<file path="src/rtl/barometer_temp_pressure_compensation_unit_defines.svh">
// Assertion helpers for the compensation unit RTL, used by the divider.
`ifndef BAROMETER_TEMP_PRESSURE_COMPENSATION_UNIT_DEFINES_SVH
`define BAROMETER_TEMP_PRESSURE_COMPENSATION_UNIT_DEFINES_SVH

// Check a property on every clock edge outside reset.
`define BTPC_ASSERT(lbl, prop, msg) \
	lbl: assert property (@(posedge clk) disable iff (!arst_n) (prop)) else $error(msg);

// Check that a signal is unchanged in the cycle after a condition.
`define BTPC_ASSERT_HOLD(lbl, cond, sig, msg) \
	lbl: assert property (@(posedge clk) disable iff (!arst_n) (cond) |=> $stable(sig)) \
		else $error(msg);

`endif

</file>
<file path="src/rtl/btpc_pkg.sv">
`default_nettype none
package btpc_pkg;

	localparam int unsigned DivBits = 32;

	// register indexes on the configuration port
	localparam logic [1:0] REG_TEMP_COEFFS  = 2'd0;
	localparam logic [1:0] REG_PRESS_A      = 2'd1;
	localparam logic [1:0] REG_PRESS_B      = 2'd2;
	localparam logic [1:0] REG_PRESS_LAST   = 2'd3;

	typedef struct packed {
		logic [47:0] temp_coeffs;
		logic [63:0] press_a;
		logic [63:0] press_b;
		logic [15:0] press_last;
	} cfg_t;

	// side information that rides along with the division
	typedef struct packed {
		logic [17:0] temp;
		logic        big;
		logic        zero;
	} tag_t;

	function automatic logic [31:0] asr(input logic [31:0] x, input logic [4:0] n);
		asr = $unsigned($signed(x) >>> n);
	endfunction

	function automatic logic [31:0] sext16(input logic [15:0] v);
		sext16 = {{16{v[15]}}, v};
	endfunction

	function automatic logic [31:0] zext16(input logic [15:0] v);
		zext16 = {16'b0, v};
	endfunction

endpackage
`default_nettype wire

</file>
<file path="src/rtl/btpc_corr.sv">
`default_nettype none
module btpc_corr (
	input  wire logic                clk,
	input  wire logic                arst_n,
	input  wire logic                adv,
	input  wire logic                v_in,
	input  wire logic [31:0]         quot,
	input  wire btpc_pkg::tag_t      tag_in,
	input  wire btpc_pkg::cfg_t      cfg,
	output logic                     v_out,
	output logic [17:0]              temp,
	output logic [31:0]              press,
	output logic                     zero
);
	import btpc_pkg::*;

	logic [31:0] p7, p8, p9, s;
	logic        v_s1, v_s2, v_s3, v_s4;
	tag_t        g_s1, g_s2, g_s3;
	logic [31:0] p_s1, p_s2, p_s3, sq_s2, b_s2, b_s3, a_s3, press_s4;
	logic [17:0] temp_s4;
	logic        zero_s4;
	logic [31:0] pb_m;

	assign p7   = sext16(cfg.press_b[47:32]);
	assign p8   = sext16(cfg.press_b[63:48]);
	assign p9   = sext16(cfg.press_last);
	assign s    = p_s1 >> 3;
	assign pb_m = (p_s1 >> 2) * p8;

	always_ff @(posedge clk or negedge arst_n) begin
		if (!arst_n) begin
			{v_s1, v_s2, v_s3, v_s4} <= '0;
		end else if (adv) begin
			{v_s1, v_s2, v_s3, v_s4} <= {v_in, v_s1, v_s2, v_s3};
		end
	end

	always_ff @(posedge clk) begin
		if (adv) begin
			p_s1 <= tag_in.big ? (quot << 1) : quot;
			g_s1 <= tag_in;

			sq_s2 <= (s * s) >> 13;
			b_s2  <= asr(pb_m, 5'd13);
			p_s2  <= p_s1;
			g_s2  <= g_s1;

			a_s3 <= asr(p9 * sq_s2, 5'd12);
			b_s3 <= b_s2;
			p_s3 <= p_s2;
			g_s3 <= g_s2;

			press_s4 <= g_s3.zero ? 32'd0 : p_s3 + asr(a_s3 + b_s3 + p7, 5'd4);
			temp_s4  <= g_s3.temp;
			zero_s4  <= g_s3.zero;
		end
	end

	assign v_out = v_s4;
	assign temp  = temp_s4;
	assign press = press_s4;
	assign zero  = zero_s4;
endmodule
`default_nettype wire
</file>
<file path="config.mk">
export PLATFORM = sky130hd
export DESIGN_NAME = btpc_corr
export DESIGN_NICKNAME = d
export VERILOG_FILES = /design/src/rtl/barometer_temp_pressure_compensation_unit_defines.svh /design/src/rtl/btpc_pkg.sv /design/src/rtl/btpc_corr.sv
export SDC_FILE = /design/constraint.sdc
export NUM_CORES = 2
export LEC_CHECK = 0
export ABC_AREA = 1
export BUFFER_PORTS_ARGS = -buffer_cell sky130_fd_sc_hd__buf_4
export CELL_PAD_IN_SITES_DETAIL_PLACEMENT = 1
export CELL_PAD_IN_SITES_GLOBAL_PLACEMENT = 1
export CORE_MARGIN = 1
export CORE_UTILIZATION = 34
export DETAILED_ROUTE_END_ITERATION = 8
export GPL_ROUTABILITY_DRIVEN = 1
export GPL_TIMING_DRIVEN = 0
export PLACE_DENSITY = 0.68
export SLEW_MARGIN = 10
export SYNTH_ARGS = -nofsm -noshare
export SYNTH_HDL_FRONTEND = slang
export SYNTH_SLANG_ARGS = --single-unit
</file>
<file path="constraint.sdc">
create_clock -name clk -period 8 [get_ports clk]
set_input_delay 0.4 -clock clk [delete_from_list [all_inputs] [get_ports clk]]
set_output_delay 0.4 -clock clk [all_outputs]
set_load 0.02 [all_outputs]
</file>
==> out/results.txt <==
Yosys reg bits: 285
Largest net degree at the start of global routing: 115
DR DRC count: 0
Core ar.: 142000 um2
Post-layout util: 37.8%
Routed wire per std cell: 21.1 um
# rows: 138
CP arrival: 8.10 ns
Final Cycle Share: 97.7%
Drt total wl: 166000 um
Gate Count Post-Synth: 5737
Outcome: finished, final reports clean
Slowest stage delay, CP: 0.60 ns
Die Footprint: 145000 um2
Layout area overhead: 9.89%
RR Endpoint: sq_s2[18]$_DFFE_PP_
Final cell count without fillers: 7852
Unique masters post-synth: 51
Post-synthesis sequential area ratio: 17.5%
Synth area leader: fa_1
R2R cell count: 27
Initial core utilization: 34.4%
Grt total ovfl: 0
Share of layout cells above drive strength 1: 5.18%
Final Hold Viols: 0
Critical Path Most Common Cell: fa_1
GRT Total Usage: 22.9%
Critical path endpoint category: flop
Crit Path Category: reg -> reg
First-pass GRT wire length: 253000 um
Total CTS buffers: 31
Port Buffer Count: 132
Final Skew: 0.0134 ns
Post-layout min period: 7.82 ns
Die H: 381 um
Hpwl dp: 140000 um
Initial antenna violation count: 2
Die width: 381 um
Final setup TNS: 0 ns
Nets: 7469
Final setup viols: 0
IO Pins: 300
Hold Crit Class: in -> reg
Clock sink count: 285
CTS tree: yes
Hold-critical path depth: 3
First-pass DRT Iterations: 5
Fmax: 128 MHz
Most frequent cells in the layout: 1701 x inv_1, 1318 x nand2_1, 904 x fa_1
Delay-heaviest family, CP: adder cells
Hold EP: v_s1$_DFFE_PN0P_
H-Tree Depth: 1
Area contributors post-synth: fa_1 37%, edfxtp_1 17%, inv_1 13%
Synth async-reset ratio: 1.40%
Clock buffer depth: 3
Max Fanout on Critical Path: 10
Slew @ Worst Pin: 1.18 ns
Bufs and invs on worst path: 8
Max-slew headroom: 21.1%
Worst r2r src: p_s1[6]$_DFFE_PP_
Syn avg cell area: 8.53 um2
Post-Place Cell Area: 52300 um2
Synth top area share: 37.0%
Max-cap viol count: 0
Final Slew Violations: 0
Top_reg_cell synth: edfxtp_1
Ys Warns: 0
Via density: 4.83
Clock slew at reported path FFs: 0.06 ns
Antenna Nets Post-Route: 0
Slowest-stage cell, CP: fa_1
Number of enable flip-flop cells after synthesis: 281
Reg2reg setup slack: 0.18 ns
Startpoint types: flop
Synth Net Count: 7270
Placed insts: 7761
Clk_lat worst skew: 0.58 ns
Commonest non-fill, non-tap cell in the layout: inv_1
Mapped cell area: 48900 um2
Vias in the first global route: 41900
Hold wc startpoint: v_in
Vias: 37900
Post-route cell area: 53800 um2
Iter 0 DRT Violations: 2532
Gpl congestion: 0.920
Worst Path Required: 8.28 ns
Root Driver: clkbuf_16
==> metal layers <==
metal  vias up  share of wire [%]  global-route usage (%)
met5         -                  0                       0
met4         0                3.4                    7.11
met3       238                5.6                    2.59
met2      1039                 47                    38.2
met1     19500                 44                    31.2
li1      17200                  -                       -
==> kinds of logic after synthesis <==
family                     after synthesis  synth area share (%)
adders and majority gates             1285                  46.7
AOI/OAI and AO/OA                      453                  5.14
buffers and inverters                 1902                  14.7
DFF                                    285                  17.5
muxes                                    1                0.0230
and+or+nand+nor                       1671                  13.5
xor gates and xnor gates               140                  2.52
==> repair_timing <==
item / 4_1_cts / 5_1_grt
endpoints found under the hold margin: 23 / 0
setup endpoints to repair: 20 / 2
pin swaps: 0 / 1
setup buffers: 10 / 3
hold buffers: 20 / 0
gates resized for setup: 79 / 39
==> flip-flops by register name, indices dropped and copies added (netlist names) <==
| name | cells |
|---|---|
| g_s1 | 19 |
| zero | 1 |
| b_s3 | 19 |
| temp | 18 |
| g_s2 | 19 |
| p_s3 | 32 |
| v_out | 1 |
| v_s1 | 1 |
| press | 32 |
| sq_s2 | 19 |
| p_s2 | 32 |
| g_s3 | 19 |
| v_s3 | 1 |
| v_s2 | 1 |
| p_s1 | 32 |
| b_s2 | 19 |
| a_s3 | 20 |
==> per-stage QoR <==
step / worst slack, ns / hold slack [ns]
after floorplan: 1.26 / 0.104
after global placement: -1.07 / 0.199
after detailed placement: -1.19 / 0.200
after CTS: 0.0724 / 0.0471
after global routing: -0.0224 / 0.0527
final: 0.184 / 0.0672
==> worst max-delay path by stage <==
stage	slack, ns	cells after the start	from	end
floorplan	1.26	32	p_s1[5]$_DFFE_PP_	sq_s2[18]$_DFFE_PP_
global placement	-1.07	28	p_s1[8]$_DFFE_PP_	sq_s2[18]$_DFFE_PP_
detailed placement	-1.19	29	p_s1[8]$_DFFE_PP_	sq_s2[18]$_DFFE_PP_
CTS	0.07	32	p_s1[16]$_DFFE_PP_	sq_s2[18]$_DFFE_PP_
global route	-0.02	31	p_s1[7]$_DFFE_PP_	sq_s2[18]$_DFFE_PP_
finish	0.18	27	p_s1[6]$_DFFE_PP_	sq_s2[18]$_DFFE_PP_
==> area by class of cell <==
cell class / count / area, um2
plain buffers: 200 / 915
clock buffers: 38 / 802
fillers: 17000 / 88300
clock inverters: 20 / 169
repair buffers: 167 / 1360
well taps: 1890 / 2360
multi-input cells: 3550 / 33200
flip-flops and latches: 285 / 8540
inverters: 1701 / 6380
diodes: 1 / 2.50
==> synth_stat cells, types with 3 or more instances <==
| cell | n |
|---|---|
| o2111ai_1 | 4 |
| inv_1 | 1701 |
| a21oi_1 | 227 |
| nor4_1 | 11 |
| a221oi_1 | 4 |
| or2_2 | 19 |
| xnor2_1 | 50 |
| dfrtp_1 | 4 |
| o221ai_1 | 3 |
| o21ai_0 | 130 |
| o21a_1 | 12 |
| a31oi_1 | 12 |
| buf_2 | 20 |
| ha_1 | 381 |
| nor2_1 | 182 |
| nand3b_1 | 4 |
| o21bai_1 | 16 |
| nand3_1 | 70 |
| nand2_1 | 1320 |
| buf_4 | 3 |
| nand4_1 | 20 |
| a211oi_1 | 5 |
| buf_1 | 34 |
| nand2_2 | 3 |
| o211ai_1 | 8 |
| o21ai_1 | 3 |
| a21o_1 | 17 |
| nor3_1 | 33 |
| edfxtp_1 | 281 |
| clkbuf_1 | 144 |
| xor2_1 | 89 |
| fa_1 | 904 |
==> worst min-delay path: stages <==
cell,delay [ns]
buf_4,0.08
nand2_1,0.04
o21ai_0,0.07
Power is not shown: default switching activity piles up to over one toggle a cycle in this logic, so the estimate is an artifact.
