### src/rtl/barometer_temp_pressure_compensation_unit_defines.svh
// Assertion helpers for the compensation unit RTL, used by the divider.
`ifndef BAROMETER_TEMP_PRESSURE_COMPENSATION_UNIT_DEFINES_SVH
`define BAROMETER_TEMP_PRESSURE_COMPENSATION_UNIT_DEFINES_SVH

// Check a property on every clock edge outside reset.
`define BTPC_ASSERT(lbl, prop, msg) \
	lbl: assert property (@(posedge clk) disable iff (!arst_n) (prop)) else $error(msg);

// Check that a signal is unchanged in the cycle after a condition.
`define BTPC_ASSERT_HOLD(lbl, cond, sig, msg) \
	lbl: assert property (@(posedge clk) disable iff (!arst_n) (cond) |=> $stable(sig)) \
		else $error(msg);

`endif

### src/rtl/btpc_pkg.sv
`default_nettype none
package btpc_pkg;

	localparam int unsigned DivBits = 32;

	// register indexes on the configuration port
	localparam logic [1:0] REG_TEMP_COEFFS  = 2'd0;
	localparam logic [1:0] REG_PRESS_A      = 2'd1;
	localparam logic [1:0] REG_PRESS_B      = 2'd2;
	localparam logic [1:0] REG_PRESS_LAST   = 2'd3;

	typedef struct packed {
		logic [47:0] temp_coeffs;
		logic [63:0] press_a;
		logic [63:0] press_b;
		logic [15:0] press_last;
	} cfg_t;

	// side information that rides along with the division
	typedef struct packed {
		logic [17:0] temp;
		logic        big;
		logic        zero;
	} tag_t;

	function automatic logic [31:0] asr(input logic [31:0] x, input logic [4:0] n);
		asr = $unsigned($signed(x) >>> n);
	endfunction

	function automatic logic [31:0] sext16(input logic [15:0] v);
		sext16 = {{16{v[15]}}, v};
	endfunction

	function automatic logic [31:0] zext16(input logic [15:0] v);
		zext16 = {16'b0, v};
	endfunction

endpackage
`default_nettype wire

### src/rtl/btpc_temp.sv
`default_nettype none
module btpc_temp (
	input  wire logic                clk,
	input  wire logic                arst_n,
	input  wire logic                adv,
	input  wire logic                v_in,
	input  wire logic [19:0]         raw_t,
	input  wire logic [19:0]         raw_p,
	input  wire btpc_pkg::cfg_t      cfg,
	output logic                     v_out,
	output logic [31:0]              fine,
	output logic [19:0]              adc_p
);
	import btpc_pkg::*;

	logic [31:0] t1, t2, t3, x, d;
	logic        v_s1, v_s2, v_s3;
	logic [31:0] ma_s1, dd_s1, a_s2, mb_s2, fine_s3;
	logic [19:0] p_s1, p_s2, p_s3;

	assign t1 = zext16(cfg.temp_coeffs[15:0]);
	assign t2 = sext16(cfg.temp_coeffs[31:16]);
	assign t3 = sext16(cfg.temp_coeffs[47:32]);
	assign x  = ({12'b0, raw_t} >> 3) - (t1 << 1);
	assign d  = ({12'b0, raw_t} >> 4) - t1;

	always_ff @(posedge clk or negedge arst_n) begin
		if (!arst_n) begin
			v_s1 <= 1'b0;
			v_s2 <= 1'b0;
			v_s3 <= 1'b0;
		end else if (adv) begin
			v_s1 <= v_in;
			v_s2 <= v_s1;
			v_s3 <= v_s2;
		end
	end

	always_ff @(posedge clk) begin
		if (adv) begin
			ma_s1   <= x * t2;
			dd_s1   <= d * d;
			p_s1    <= raw_p;
			a_s2    <= asr(ma_s1, 5'd11);
			mb_s2   <= asr(dd_s1, 5'd12) * t3;
			p_s2    <= p_s1;
			fine_s3 <= a_s2 + asr(mb_s2, 5'd14);
			p_s3    <= p_s2;
		end
	end

	assign v_out = v_s3;
	assign fine  = fine_s3;
	assign adc_p = p_s3;
endmodule
`default_nettype wire

### config.mk
export PLATFORM = sky130hd
export DESIGN_NAME = btpc_temp
export DESIGN_NICKNAME = d
export VERILOG_FILES = /design/src/rtl/barometer_temp_pressure_compensation_unit_defines.svh /design/src/rtl/btpc_pkg.sv /design/src/rtl/btpc_temp.sv
export SDC_FILE = /design/constraint.sdc
export NUM_CORES = 2
export LEC_CHECK = 0
export ABC_AREA = 1
export BUFFER_PORTS_ARGS = -buffer_cell sky130_fd_sc_hd__clkbuf_2
export CAP_MARGIN = 20
export CORE_MARGIN = 2
export CORE_UTILIZATION = 30
export CTS_CLUSTER_DIAMETER = 200
export DETAILED_ROUTE_END_ITERATION = 6
export GPL_TIMING_DRIVEN = 0
export PLACE_DENSITY = 0.42
export SYNTH_ARGS = -nofsm -noshare
export SYNTH_HDL_FRONTEND = slang
export SYNTH_SLANG_ARGS = --single-unit
### constraint.sdc
create_clock -name clk -period 6.5 [get_ports clk]
set_input_delay 0.65 -clock clk [delete_from_list [all_inputs] [get_ports clk]]
set_output_delay 0.65 -clock clk [all_outputs]
set_load 0.05 [all_outputs]
==> results.py <==
metrics = {
    "cts": {
        "clk_latency_ns": 0.45,
        "cts_sinks": 165,
        "cts.reportedPaths.clkPinSlew_ns": 0.08,
        "cts_buffers": 17,
        "cts_tree": "yes",
        "cts.htree.levels": 4,
        "clock-root-buffer": "clkbuf_16",
        "ctsLongestPathBuffers": 2,
    },
    "synth": {
        "synth_area_per_cell_sq_um": 8.57,
        "syn_nets": 5818,
        "synth_edf_count": 162,
        "ys_seq_area_share_pct": 12.8,
        "yosys.cell_types.count": 50,
        "netlist_area_sq_um": 38500,
        "synthCells": 4489,
        "yosysWarnings": 0,
        "ys_ff_latch": 165,
        "synthFlopType": "edfxtp_1",
        "synthArstFlopShare_pct": 1.82,
    },
    "timing": {
        "finalSetupViolations": 30,
        "rsz0062_at_grt": "true",
        "setup_tns_ns": -3.76,
        "finalCritPeriodShare_pct": 104,
        "slew_headroom_pct": 32.7,
        "finalHoldViolations": 0,
        "fin_ws_ns": -0.268,
        "fmax_mhz": 148,
        "worst_slew_pin_slew_ns": 1.01,
        "final.min_clock_period_ns": 6.77,
        "finClkSkew_ns": 0.0142,
        "slew_violations": 0,
    },
    "cells_and_area": {
        "final_cell_mix": "1234 x inv_1, 806 x nand2_1, 776 x fa_1",
        "final.fill_count": 13248,
        "mostFrequentLayoutCell": "inv_1",
        "multi_input_area_sq_um": 30500,
        "seq_area_sq_um": 4940,
        "syn_to_final_growth_pct": 20.9,
        "drive_gt1_share_pct": 18.9,
        "layout.nets": 6150,
    },
    "drt": {
        "drt-pass1-iter-count": 5,
        "vias": 29481,
        "drc_errors": 0,
        "drtAntennaViolNets": 0,
        "wl_mm": 120,
        "via_per_inst": 4.54,
        "routedWlPerCell_um": 18.4,
        "drt_iter0_drc": 1527,
    },
    "job": {
        "drv_cap": 0,
    },
    "worst_setup_path": {
        "worstSetupStartpointType": "input pin",
        "critical_path_class": "input pin to flip-flop",
        "max_stage_delay_ns": 0.57,
        "crit_fanout": 6,
        "reg2reg_from": "dd_s1[24]$_DFFE_PP_",
        "critPathCaptureType": "flip-flop",
        "r2r_end": "mb_s2[31]$_DFFE_PP_",
        "arrival_ns": 6.95,
        "reg2reg_slack_ns": 0.29,
        "slowest_stage": "fa_1",
        "required_ns": 6.68,
        "r2r.worst_path.cells": 22,
        "worst_path_most_repeated_cell": "fa_1",
    },
    "hold_path": {
        "min_path_type": "input pin to flip-flop",
        "min_to": "p_s1[14]$_DFFE_PP_",
        "holdPathStages": 1,
        "hp-start": "raw_p[14]",
    },
    "floorplan": {
        "io_pins": 289,
        "die_w_um": 362,
        "die_area_sq_um": 131000,
        "coreArea_sq_um": 127000,
        "num_rows": 131,
        "start_util_pct": 30.2,
        "die_h_um": 362,
    },
    "status": {
        "violations": "setup timing",
        "status": "complete, but fails checks",
    },
    "global_routing": {
        "grt_use_total_pct": 18.7,
        "grt_antenna_before_repair": 7,
        "grt_first_pass_wirelength_mm": 185,
        "grt_pass1_vias": 31603,
        "grt_overflow": 0,
        "grt_max_degree": 107,
    },
    "placed_design": {
        "dp_hpwl_mm": 98.8,
        "gp_congestion": 0.867,
        "port_buffers": 129,
    },
}
## state kept, by name (all words and copies together), names as in the netlist, 18 cells and up
register	flops
adc_p	20
p_s1	20
a_s2	21
p_s2	20
fine	22
ma_s1	21
dd_s1	20
mb_s2	18
## layer usage
metal	track usage, %	wire [um]	share of wire (%)
met4	4.21	2650	2.2
met3	2.22	5020	4.2
met1	24.8	52600	44
met2	32.6	59300	50
met5	0	26	0.022
## area by class of cell
cell class | count | area share (%)
Clock buffer | 17 | 0.915
Inverter | 1295 | 10.6
Buffer | 119 | 2.27
Multi-Input combinational cell | 2899 | 65.6
Clock inverter | 15 | 0.417
Timing Repair Buffer | 324 | 5.08
Antenna cell | 1 | 0.00538
Tap cell | 1662 | 4.47
Sequential cell | 165 | 10.6
## per-stage QoR
| step | instance area (sq um) | std cells | hold WS (ns) | setup slack [ns] | util [%] |
|---|---|---|---|---|---|
| finish | 46500 | 6497 | 0.369 | -0.268 | 36.5 |
| global route | 46500 | 6496 | 0.341 | -0.467 | 36.5 |
| CTS | 45200 | 6442 | 0.336 | -0.195 | 35.5 |
| detailed placement | 41800 | 6281 | 0.405 | -2.00 | 32.8 |
| global placement | 41800 | 6280 | 0.400 | -2.05 | 32.8 |
| floorplan | 39000 | 4489 | 0.354 | -0.125 | - |
## cells in the mapped netlist (2+ instances only)
master	count	share of area [%]
inv_1	1285	13
nand2_1	886	8.6
fa_1	816	42
nor2_1	336	3.3
ha_1	277	9.0
edfxtp_1	162	13
a21oi_1	136	1.8
clkbuf_1	91	0.89
xor2_1	79	1.8
nand3_1	76	0.99
o21ai_0	73	0.95
xnor2_1	30	0.68
or2_2	24	0.39
nand4_1	21	0.34
nor3_1	21	0.27
o21bai_1	20	0.39
buf_2	19	0.25
nand2_2	17	0.28
a21o_1	16	0.31
a31oi_1	14	0.23
buf_4	10	0.20
nor4_1	7	0.11
o21a_1	7	0.14
buf_1	6	0.059
inv_2	6	0.059
nand3b_1	6	0.12
a21boi_0	5	0.098
and3_1	4	0.065
buf_6	4	0.12
or2_1	4	0.065
clkinv_1	3	0.029
dfrtp_1	3	0.20
o21ai_1	3	0.039
o221ai_1	3	0.068
o31ai_1	3	0.059
o211ai_1	2	0.039
## cell families (layout without fill, tap and decap cells)
kind of cell    after synthesis  after routing  synth area share [%]
mux                           1              1                0.0293
compound gates              289            289                  4.30
simple gates               1407           1407                  14.7
flops                       165            165                  12.8
buf+inv                    1425           1770                  14.2
other cells                   0              1                     0
fa+ha+maj                  1093           1093                  51.5
xor+xnor                    109            109                  2.48
## worst max-delay path, delay by kind of cell
kind	cells	cell delay, ns
adders and majority gates	9	3.82
AOI/OAI and AO/OA	5	0.82
and+or+nand+nor	10	0.97
buffers and inverters	8	0.68
## worst max path at each step
stage	startpoint	to	slack (ns)	cells past startpoint
final	raw_t[4]	ma_s1[31]$_DFFE_PP_	-0.27	32
after global routing	raw_t[4]	dd_s1[28]$_DFFE_PP_	-0.47	34
after CTS	raw_t[4]	dd_s1[31]$_DFFE_PP_	-0.19	34
after detailed placement	raw_t[4]	dd_s1[31]$_DFFE_PP_	-2.00	26
after global placement	raw_t[4]	dd_s1[31]$_DFFE_PP_	-2.05	27
after floorplan	raw_t[4]	ma_s1[27]$_DFFE_PP_	-0.13	34
## timing repair
| action | in CTS | in global routing |
|---|---|---|
| hold buffers | 1 | 0 |
| resized for setup | 434 | 236 |
| buffers inserted | 129 | 62 |
| cloned | 3 | 1 |
| endpoints found under the hold margin | 3 | 0 |
| endpoints found under the setup margin | 53 | 57 |
| pin swaps | 137 | 107 |
Power is not shown: default switching activity piles up to over one toggle a cycle in this logic, so the estimate is an artifact.
